File: src/sv/sma_pkg.sv
package sma_pkg;

	localparam int NUM_CLASSES = 7;
	localparam int SCORE_W = 8;
	localparam int GAP_W = 8;
	localparam int EXP_W = 17;
	localparam int SUM_W = 19;
	localparam int NUM_W = 34;
	localparam int QUO_W = 17;
	localparam int TOP_W = 3;
	localparam int CONF_W = 15;
	localparam int PROD_W = 32;
	localparam int LANES = NUM_CLASSES + 1;
	localparam int CONF_LANE = NUM_CLASSES;
	localparam int PROB_SHIFT = 16;
	localparam logic [CONF_W-1:0] CONF_FULL = 15'd25600;
	localparam logic [TOP_W-1:0] TOP_MAX = 3'(NUM_CLASSES - 1);

	typedef logic [EXP_W-1:0] exp_t;
	typedef logic [SUM_W-1:0] sum_t;
	typedef logic [NUM_W-1:0] num_t;
	typedef logic [QUO_W-1:0] quo_t;
	typedef logic [TOP_W-1:0] top_t;

	typedef struct packed {
		logic signed [SCORE_W-1:0] score_0;
		logic signed [SCORE_W-1:0] score_1;
		logic signed [SCORE_W-1:0] score_2;
		logic signed [SCORE_W-1:0] score_3;
		logic signed [SCORE_W-1:0] score_4;
		logic signed [SCORE_W-1:0] score_5;
		logic signed [SCORE_W-1:0] score_6;
	} scores_t;

	typedef struct packed {
		logic [QUO_W-1:0] prob_0;
		logic [QUO_W-1:0] prob_1;
		logic [QUO_W-1:0] prob_2;
		logic [QUO_W-1:0] prob_3;
		logic [QUO_W-1:0] prob_4;
		logic [QUO_W-1:0] prob_5;
		logic [QUO_W-1:0] prob_6;
		logic [TOP_W-1:0] top_class;
		logic [CONF_W-1:0] confidence_pct;
	} result_t;

	// e^-gap in q16, rounded from a q24 table
	function automatic exp_t exp_lut(input logic [GAP_W-1:0] gap);
		exp_t v;
		case (gap)
			8'd0:  v = 17'd65536;
			8'd1:  v = 17'd24109;
			8'd2:  v = 17'd8869;
			8'd3:  v = 17'd3263;
			8'd4:  v = 17'd1200;
			8'd5:  v = 17'd442;
			8'd6:  v = 17'd162;
			8'd7:  v = 17'd60;
			8'd8:  v = 17'd22;
			8'd9:  v = 17'd8;
			8'd10: v = 17'd3;
			8'd11: v = 17'd1;
			default: v = '0;
		endcase
		return v;
	endfunction

endpackage

File: src/sv/sma_div.sv
module sma_div (
	input  logic           clk,
	input  sma_pkg::num_t  num,
	input  sma_pkg::sum_t  den,
	output sma_pkg::quo_t  quo
);

	localparam int CW = sma_pkg::NUM_W + 2;

	sma_pkg::num_t rem_st [0:sma_pkg::QUO_W];
	sma_pkg::sum_t den_st [0:sma_pkg::QUO_W];
	sma_pkg::quo_t quo_st [0:sma_pkg::QUO_W];

	assign rem_st[0] = num;
	assign den_st[0] = den;
	assign quo_st[0] = '0;

	// one quotient bit per stage, msb first
	for (genvar k = 0; k < sma_pkg::QUO_W; k++) begin : g_stage
		localparam int B = sma_pkg::QUO_W - 1 - k;
		logic [CW-1:0] dsh;
		logic [CW-1:0] rx;
		logic          ge;
		assign dsh = CW'(den_st[k]) << B;
		assign rx = CW'(rem_st[k]);
		assign ge = rx >= dsh;
		always_ff @(posedge clk) begin
			rem_st[k+1] <= ge ? sma_pkg::NUM_W'(rx - dsh) : rem_st[k];
			den_st[k+1] <= den_st[k];
			quo_st[k+1] <= {quo_st[k][sma_pkg::QUO_W-2:0], ge};
		end
	end

	assign quo = quo_st[sma_pkg::QUO_W];

endmodule

File: config.mk
export PLATFORM = sky130hd
export DESIGN_NAME = sma_div
export DESIGN_NICKNAME = d
export VERILOG_FILES = /design/src/sv/sma_pkg.sv /design/src/sv/sma_div.sv
export SDC_FILE = /design/constraint.sdc
export NUM_CORES = 2
export LEC_CHECK = 0
export BUFFER_PORTS_ARGS = -buffer_cell sky130_fd_sc_hd__buf_2
export CAP_MARGIN = 20
export CORE_ASPECT_RATIO = 1.4
export CORE_MARGIN = 2
export CORE_UTILIZATION = 53
export CTS_CLUSTER_DIAMETER = 40
export CTS_CLUSTER_SIZE = 28
export DETAILED_ROUTE_END_ITERATION = 6
export HOLD_SLACK_MARGIN = 0.15
export PLACE_DENSITY = 0.69
export REMOVE_ABC_BUFFERS = 1
export SYNTH_ARGS = -nofsm -noshare
export SYNTH_HDL_FRONTEND = slang
export SYNTH_SLANG_ARGS = --single-unit
File: constraint.sdc
create_clock -name clk -period 4.2 [get_ports clk]
set_input_delay 0.42 -clock clk [delete_from_list [all_inputs] [get_ports clk]]
set_output_delay 0.42 -clock clk [all_outputs]
set_load 0.02 [all_outputs]
==> impl_metrics.py <==
metrics = {
    "detailed_routing": {
        "final_antenna_net_count": 0,
        "wl_met1_um": 27700,
        "met3WireLength_um": 2230,
        "met2WireLength_um": 55000,
        "drt-pass1-iter-count": 5,
        "routed.top_layer": "met4",
        "via_per_inst": 5.36,
        "drc": 0,
        "vias": 30700,
        "drtIter0Drc": 897,
        "wirelength_um": 93600,
        "wl_per_cell_um": 16.3,
    },
    "placement": {
        "placed_cell_area_um2": 43800,
        "portBuffers": 70,
        "dp_hpwl_um": 73400,
        "gp_congestion": 0.873,
    },
    "sta": {
        "clock_skew_ns": 0.0356,
        "fin_tns_setup_ns": 0,
        "slew_violations": 0,
        "worst_pin_slew_ns": 1.01,
        "hold_violations": 0,
        "period_share_pct": 91.1,
        "slew_headroom_pct": 32.4,
        "fmax_mhz": 261,
        "setup_viol": 0,
        "finalCriticalPeriod_ns": 3.83,
        "rsz0062_at_grt": "false",
    },
    "final_layout": {
        "nNetsFinal": 4972,
        "syn_to_final_growth_pct": 14.2,
        "drive_gt1_share_pct": 9.27,
        "n_fill_cell": 6523,
        "final_cell_mix": "dfxtp_1 (1,001), inv_1 (404), a21oi_1 (334)",
        "final_common_cell": "dfxtp_1",
        "fin_area_um2": 48200,
    },
    "clock_tree": {
        "path_clk_slew_ns": 0.08,
        "clockRootBuffer": "clkbuf_16",
        "cts_buffers": 107,
        "cts.sinks": 1001,
        "h-tree-depth": 3,
        "worstSkewPairLatency_ns": 0.68,
        "cts_tree": "done",
        "post_cts_resized": 0,
        "max-clock-path-buffers": 3,
    },
    "global_routing": {
        "grt_pass1_vias": 32200,
        "grt_pass1_wl_um": 150000,
        "track_usage_pct": 22.9,
        "grt.overflow.total": 0,
        "grt_max_degree": 41,
        "antenna_found_initial": 0,
    },
    "worst_setup_path": {
        "r2r.worst_path.cells": 12,
        "cp.depth": 12,
        "reg2reg_to": "g_stage[7].rx[33]",
        "rrSetupSlack_ns": 0.37,
        "reg2reg_from": "g_stage[6].rx[10]",
        "path_cells": "inv_1, ha_1, fa_1, nand2b_1, a211oi_1, o41ai_1, a21oi_1, a21oi_1, o31ai_4, nor2b_1, and4bb_2, xor2_1",
        "crit_end": "g_stage[7].rx[33]",
        "crit_slowest_cell": "o31ai_4",
        "critPathKind": "flop to flop",
        "required_ns": 4.78,
        "crit_arrival_ns": 4.41,
        "cp_top_family": "compound AO/OA/AOI/OAI gates",
        "cp_max_fo": 11,
        "crit_path_start_kind": "flop",
        "crit_path_start": "g_stage[6].rx[10]",
        "cp_slowest_stage_delay_ns": 0.55,
        "crit_buf_inv": 1,
        "critPathCaptureType": "flop",
        "path_common_cell": "a21oi_1",
    },
    "yosys": {
        "avgSynthCellArea_um2": 9.58,
        "syn_inst": 4402,
        "synth.area.top_cells": "dfxtp_1 (47%), ha_1 (9.5%), a21oi_1 (4.0%)",
        "async_flop_share_pct": 0,
        "synth_seq_cells": 1001,
        "synth_edf_count": 0,
        "yosys_most_used_dff": "dfxtp_1",
        "synthDistinctLibCells": 91,
        "synth_warnings": 0,
        "mappedNetlistArea_um2": 42200,
        "seq_area_frac_synth_pct": 47.5,
        "synth_top_area_share_pct": 47.5,
        "synth_largest_area_cell": "dfxtp_1",
    },
    "floorplan": {
        "die_area_um2": 81900,
        "initial_utilization_pct": 53.5,
        "io_pins": 71,
        "core_area_um2": 78900,
        "row_count": 122,
        "die_x_um": 242,
        "fp.dieH_um": 338,
    },
    "worst_hold_path": {
        "min-delay-start": "quo_st[144]",
        "hp-class": "flop to flop",
    },
    "power_and_ir_drop": {
        "p_leak_uw": 0.0219,
        "vdd_drop_max_mv": 0.445,
        "cellPowerDensity_nw_per_um2": 800,
    },
    "status": {
        "status": "completed",
    },
    "run": {
        "max_cap_violations": 0,
    },
}
## timing repair
action	4_1_cts	5_1_grt
endpoints found under the hold margin	53	0
buffers inserted	0	0
hold buffers	53	0
## metrics by stage
step	std cells	setup WS, ns	total power (µW)	util (%)	hold slack (ns)
2_1_floorplan	4303	0.125	25000	-	0.310
3_3_place_gp	5472	0.413	28400	55.5	0.311
3_5_place_dp	5472	0.380	28700	55.5	0.312
4_1_cts	5727	0.370	38700	61.0	0.324
5_1_grt	5727	0.224	41100	61.0	0.329
6_report	5728	0.372	38500	61.0	0.320
## logic make-up after synthesis
logic type                 after synthesis  synth area share [%]
and+or+nand+nor                       1151                  13.8
AOI/OAI and AO/OA                     1013                  15.1
DFF                                   1001                  47.5
buffers and inverters                  506                  4.73
adders and majority gates              338                  10.3
xor gates and xnor gates               325                  6.75
muxes                                   68                  1.80
## where the power goes
group	switching (µW)	total [µW]	leakage [µW]	internal (µW)
combinational	8210	15000	0.0116	6820
clock	4210	9840	0.00186	5620
sequential	1490	13700	0.00841	12200
## metal layers
metal  track usage (%)  up-vias
li1                  -    15600
met3              2.60      346
met2              50.8      590
met4              19.8        0
met1              16.0    14100
met5                 0        -
## synthesized netlist by cell type (17+ instances only)
master	number
buf_2	20
buf_4	17
a21oi_1	334
nor3_1	88
xor2_1	151
nor4_1	53
xnor2_1	174
a21o_1	142
a211oi_1	21
dfxtp_1	1001
nor2_1	288
and2_1	18
a31oi_1	24
nand3_1	84
nand3b_1	18
nand2_1	278
o21bai_1	20
ha_1	322
or3_1	41
mux2_2	63
nand2b_1	60
inv_1	404
nor2b_1	50
nor4b_1	22
o21a_1	56
nand4_1	48
o21ai_0	238
and3_1	32
o31ai_1	25
clkbuf_1	54
## sequential cells by signal, summed over array words and instances, names as in the netlist
register    count
den_st        304
quo            17
quo_st        136
g_stage.rx    544
## worst min path at each step
| stage | end | slack (ns) | cells past startpoint |
|---|---|---|---|
| 5_1_grt | quo_st[57] | 0.33 | 0 |
| 4_1_cts | quo_st[95] | 0.32 | 0 |
| 3_3_place_gp | quo_st[20] | 0.31 | 0 |
| 3_5_place_dp | quo_st[105] | 0.31 | 0 |
| 2_1_floorplan | quo[10] | 0.31 | 0 |
| 6_report | quo_st[128] | 0.32 | 0 |
## final cells by class
cell class,count,area (µm²),area share [%]
inverters,407,1530,3.17
clock inverters,80,972,2.02
diodes,1,2.50,0.00520
clock buffers,122,2870,5.95
well taps,1054,1320,2.74
repair buffers,168,1260,2.61
multi-input cells,2895,20200,41.9
flip-flops and latches,1001,20000,41.6
Power figures use the tool's default switching activity.
