<file path="config.mk">
export PLATFORM = sky130hd
export DESIGN_NAME = sma_front
export DESIGN_NICKNAME = d
export VERILOG_FILES = /design/src/sv/sma_pkg.sv /design/src/sv/sma_front.sv
export SDC_FILE = /design/constraint.sdc
export NUM_CORES = 1
export LEC_CHECK = 0
export ABC_CLOCK_PERIOD_IN_PS = 5380
export BUFFER_PORTS_ARGS = -buffer_cell sky130_fd_sc_hd__buf_2
export CAP_MARGIN = 15
export CORE_UTILIZATION = 52
export DETAILED_ROUTE_END_ITERATION = 10
export PLACE_DENSITY = 0.88
export SKIP_CTS_REPAIR_TIMING = 1
export SYNTH_ARGS = -nofsm -noshare
export SYNTH_HDL_FRONTEND = slang
export SYNTH_SLANG_ARGS = --single-unit
</file>
<file path="constraint.sdc">
create_clock -name clk -period 5.38 [get_ports clk]
set_clock_uncertainty 0.15 [all_clocks]
set_input_delay 0.269 -clock clk [delete_from_list [all_inputs] [get_ports clk]]
set_output_delay 0.269 -clock clk [all_outputs]
set_load 0.02 [all_outputs]
</file>
<file path="src/sv/sma_pkg.sv">
package sma_pkg;

	localparam int NUM_CLASSES = 7;
	localparam int SCORE_W = 8;
	localparam int GAP_W = 8;
	localparam int EXP_W = 17;
	localparam int SUM_W = 19;
	localparam int NUM_W = 34;
	localparam int QUO_W = 17;
	localparam int TOP_W = 3;
	localparam int CONF_W = 15;
	localparam int PROD_W = 32;
	localparam int LANES = NUM_CLASSES + 1;
	localparam int CONF_LANE = NUM_CLASSES;
	localparam int PROB_SHIFT = 16;
	localparam logic [CONF_W-1:0] CONF_FULL = 15'd25600;
	localparam logic [TOP_W-1:0] TOP_MAX = 3'(NUM_CLASSES - 1);

	typedef logic [EXP_W-1:0] exp_t;
	typedef logic [SUM_W-1:0] sum_t;
	typedef logic [NUM_W-1:0] num_t;
	typedef logic [QUO_W-1:0] quo_t;
	typedef logic [TOP_W-1:0] top_t;

	typedef struct packed {
		logic signed [SCORE_W-1:0] score_0;
		logic signed [SCORE_W-1:0] score_1;
		logic signed [SCORE_W-1:0] score_2;
		logic signed [SCORE_W-1:0] score_3;
		logic signed [SCORE_W-1:0] score_4;
		logic signed [SCORE_W-1:0] score_5;
		logic signed [SCORE_W-1:0] score_6;
	} scores_t;

	typedef struct packed {
		logic [QUO_W-1:0] prob_0;
		logic [QUO_W-1:0] prob_1;
		logic [QUO_W-1:0] prob_2;
		logic [QUO_W-1:0] prob_3;
		logic [QUO_W-1:0] prob_4;
		logic [QUO_W-1:0] prob_5;
		logic [QUO_W-1:0] prob_6;
		logic [TOP_W-1:0] top_class;
		logic [CONF_W-1:0] confidence_pct;
	} result_t;

	// e^-gap in q16, rounded from a q24 table
	function automatic exp_t exp_lut(input logic [GAP_W-1:0] gap);
		exp_t v;
		case (gap)
			8'd0:  v = 17'd65536;
			8'd1:  v = 17'd24109;
			8'd2:  v = 17'd8869;
			8'd3:  v = 17'd3263;
			8'd4:  v = 17'd1200;
			8'd5:  v = 17'd442;
			8'd6:  v = 17'd162;
			8'd7:  v = 17'd60;
			8'd8:  v = 17'd22;
			8'd9:  v = 17'd8;
			8'd10: v = 17'd3;
			8'd11: v = 17'd1;
			default: v = '0;
		endcase
		return v;
	endfunction

endpackage

</file>
<file path="src/sv/sma_front.sv">
module sma_front (
	input  logic             clk,
	input  logic             arst_n,
	input  logic             vld,
	input  sma_pkg::scores_t scores,
	output logic             vld_out,
	output sma_pkg::num_t    num [0:sma_pkg::LANES-1],
	output sma_pkg::sum_t    den,
	output sma_pkg::top_t    top
);

	logic signed [sma_pkg::SCORE_W-1:0] sc [0:sma_pkg::NUM_CLASSES-1];
	logic signed [sma_pkg::SCORE_W-1:0] sc_s1 [0:sma_pkg::NUM_CLASSES-1];
	logic signed [sma_pkg::SCORE_W-1:0] mx;
	logic signed [sma_pkg::SCORE_W-1:0] mx_s1;
	sma_pkg::top_t top_c, top_s1, top_s2, top_s3, top_s4;
	sma_pkg::exp_t e_s2 [0:sma_pkg::NUM_CLASSES-1];
	sma_pkg::exp_t e_s3 [0:sma_pkg::NUM_CLASSES-1];
	sma_pkg::sum_t sum_c, sum_s3, den_s4;
	logic [sma_pkg::PROD_W-1:0] conf_s3;
	sma_pkg::num_t num_s4 [0:sma_pkg::LANES-1];
	logic v_s1, v_s2, v_s3, v_s4;

	assign sc[0] = scores.score_0;
	assign sc[1] = scores.score_1;
	assign sc[2] = scores.score_2;
	assign sc[3] = scores.score_3;
	assign sc[4] = scores.score_4;
	assign sc[5] = scores.score_5;
	assign sc[6] = scores.score_6;

	// first maximum wins
	always_comb begin
		mx = sc[0];
		top_c = '0;
		for (int i = 1; i < sma_pkg::NUM_CLASSES; i++) begin
			if (sc[i] > mx) begin
				mx = sc[i];
				top_c = sma_pkg::TOP_W'(i);
			end
		end
	end

	always_comb begin
		sum_c = '0;
		for (int i = 0; i < sma_pkg::NUM_CLASSES; i++) begin
			sum_c = sum_c + sma_pkg::SUM_W'(e_s2[i]);
		end
	end

	always_ff @(posedge clk or negedge arst_n) begin
		if (!arst_n) begin
			v_s1 <= 1'b0;
			v_s2 <= 1'b0;
			v_s3 <= 1'b0;
			v_s4 <= 1'b0;
		end else begin
			v_s1 <= vld;
			v_s2 <= v_s1;
			v_s3 <= v_s2;
			v_s4 <= v_s3;
		end
	end

	always_ff @(posedge clk) begin
		sc_s1 <= sc;
		mx_s1 <= mx;
		top_s1 <= top_c;
		for (int i = 0; i < sma_pkg::NUM_CLASSES; i++) begin
			e_s2[i] <= sma_pkg::exp_lut(sma_pkg::GAP_W'(
				9'(mx_s1) - 9'(sc_s1[i])));
		end
		top_s2 <= top_s1;
		e_s3 <= e_s2;
		sum_s3 <= sum_c;
		conf_s3 <= sma_pkg::PROD_W'(e_s2[top_s2]) * sma_pkg::PROD_W'(sma_pkg::CONF_FULL);
		top_s3 <= top_s2;
		for (int i = 0; i < sma_pkg::NUM_CLASSES; i++) begin
			num_s4[i] <= (sma_pkg::NUM_W'(e_s3[i]) << sma_pkg::PROB_SHIFT)
				+ sma_pkg::NUM_W'(sum_s3 >> 1);
		end
		num_s4[sma_pkg::CONF_LANE] <= sma_pkg::NUM_W'(conf_s3)
			+ sma_pkg::NUM_W'(sum_s3 >> 1);
		den_s4 <= sum_s3;
		top_s4 <= top_s3;
	end

	assign vld_out = v_s4;
	assign num = num_s4;
	assign den = den_s4;
	assign top = top_s4;

endmodule

</file>
==> run metrics <==
dpl hpwl approximately 44000 microns; Sw Ratio 0.416; Residual DRC 0; Max clock buf depth 3; xor and xnor area share after synthesis 0.0514; Via density approximately 5.3; Port Buffers 338; simple-gate share of the synthesized area 0.0859; P per Cell Area 606 nW/um^2; CTS tree done; share of layout cells above drive strength 1 0.296; critical path peak fanout 8; Leak 0.0138 uW; Combinational Power Share 0.529; total number of vias between 15000 and 20000; status complete, but fails checks; clk_lat worst skew 0.56 ns; gpl congestion 0.918; Peak supply drop between 0.0003 and 0.0004 V; min Tclk post-route 9.31 ns; Primary FF master, synth dfxtp_1; Root Buffer clkbuf_16; initial antenna violation count 1; RSZ-0062 raised after global routing true; maxcap violations 0; Final ANT Viol Nets 0; Core Region roughly 41000 sq um; Die H 208 microns; FFs w/ async S/R, synth 0.00862; # rows 74; hold_ws roughly 0.17 ns; H-tree levels 2; f_max 107 MHz; dpl cells ~3000; number of global-route vias before repair 16053; largest family of logic cells by synthesized area adder cells; multi-input logic area between 10000 and 15000 sq um; Rel. slew slack 0.418; clock sink total 464; GRT Util Overall 0.250; Hold/Removal Path Class reg -> reg; Worst setup SP type input port; post-DR wirelength/cell approximately 19 microns; fin area 27400 sq um; cell area after synthesis 22000 sq um; Slew @ Worst Pin 0.870 ns; area delta synth->final 24.9%; CP most frequent cell ha_4; CTS Buf Count 43; initial core utilization 0.532; total net switching power 6910 uW; Netlist cell types 79; total congestion overflow 0; failing checks setup timing; Yosys warning total 0; Fill cells 2990; final net count roughly 3000; Clk network pwr share 0.182; sequential cell area 9320 sq um; die extent in x 208 microns; Setup TNS -42.93 ns; Compound-Gate Fraction of Synth Area 0.106; WP data arrival ~9.6 ns; Mapped Cells 2074; PnR worst setup slack -3.93 ns; CP required 5.65 ns; slowest stage cell, crit path o41ai_4; Fin. Hold Viols 0; mux share of post-synthesis cell area 0.0334; Clock transition at path regs 0.06 ns; Pre-antenna DRT Iters 6; Post-Synth Adder-Cell Area 0.209; first-pass GRT wire length 84700 microns; most common cell after layout, fill and taps aside dfxtp_1; Flop pwr share 0.289; dpl cell area 24600 sq um; most frequent cells in the layout dfxtp_1, buf_2, ha_1; Final period util 1.73; critical path endpoint category flip-flop; EDFF count, synth 0; Power Internal just under 10000 uW; largest net degree at the start of global routing 30; # setup viols final 14; final non-filler cell total 3116; die area 43100 sq um; DRT iter0 DRCs 908; Slowest Stage Delay on Critical Path 0.44 ns; register area share after synthesis 0.424; DRT Wirelength 57800 microns; syn_area_per_cell 10.6 sq um; #FFs+latches synth 464; WS Path Type in -> reg; Pins Over Slew Limit 0; boundary pin count about 350
[cells in the mapped netlist, types with 28 or more instances]
master / number / area, sq um
nand2_1: 57 / 214
xnor2_1: 81 / 709
nor2b_1: 28 / 175
inv_1: 210 / 788
a21o_1: 55 / 413
xor2_1: 46 / 403
buf_4: 145 / 1090
o21ai_0: 37 / 185
ha_1: 219 / 2740
dfxtp_1: 460 / 9210
fa_1: 92 / 1840
nor2_1: 152 / 571
mux2i_1: 34 / 340
a21oi_1: 125 / 626
[power by group through the flow]
stage                     Sequential, uW  Clock [uW]  Combinational, uW
after floorplan                     4920           0               5510
after global placement              4850           0               7740
after detailed placement            4880           0               7980
after CTS                           4800        3070               8050
after global routing                4870        3220               9580
final                               4800        3020               8800
[flip-flops by register name, summed over array words and instances (netlist names), 3 cells and up]
signal,cells
conf_s3,22
den,9
e_s2,98
e_s3,98
mx_s1,8
num,138
sc_s1,56
sum_s3,19
top,3
top_s1,3
top_s2,3
top_s3,3
[kinds of logic (layout without fill, tap and decap cells)]
family / Yosys count / in the layout
DFF: 464 / 464
AOI/OAI and AO/OA: 347 / 347
buffers and inverters: 385 / 880
other: 1 / 16
and+or+nand+nor: 383 / 383
muxes: 54 / 54
xor gates and xnor gates: 128 / 128
adders and majority gates: 312 / 312
[layer usage]
metal	up-vias	GRT usage	part of all wire
met3	175	0.0334	0.050
met4	0	0.116	0.049
met1	7863	0.288	0.39
li1	7739	-	-
met2	640	0.459	0.51
met5	-	0	0
[per-stage QoR]
step / utilization / setup slack (ns) / total power (uW)
after global placement: 0.596 / -4.31 / 12600
after global routing: 0.664 / -4.37 / 17700
after CTS: 0.630 / -4.21 / 15900
final: 0.664 / -3.93 / 16600
after floorplan: - / -4.37 / 10400
after detailed placement: 0.596 / -4.74 / 12900
[final timing paths]
path,slack [ns],from,endpoint,cells after the start
setup / recovery,-3.93,scores[49],mx_s1[5]$_DFF_P_,53
hold / removal,0.17,top_s3[0]$_DFF_P_,top[0]$_DFF_P_,0
setup reg to reg,-0.11,e_s2[87]$_SDFF_PP0_,sum_s3[18]$_DFF_P_,25
hold reg to reg,0.17,top_s3[0]$_DFF_P_,top[0]$_DFF_P_,0
max in group asynchronous,4.38,arst_n,vld_out$_DFF_PN0_,3
min in group asynchronous,0.51,arst_n,v_s1$_DFF_PN0_,3
[cell type report]
class	instances	share of cell area
multi-input cells	1239	0.415
flip-flops and latches	464	0.340
repair buffers	591	0.140
clock buffers	54	0.0433
inverters	211	0.0292
well taps	532	0.0243
clock inverters	24	0.00844
diodes	1	0.0000912
[critical path: cells and delay by family]
| kind | cells | cell delay (ns) |
|---|---|---|
| compound gates | 22 | 4.50 |
| fa+ha+maj | 6 | 1.43 |
| buf+inv | 10 | 1.15 |
| mux | 3 | 0.75 |
| simple gates | 12 | 1.46 |
No activity file was read; power rests on OpenSTA's default activity.
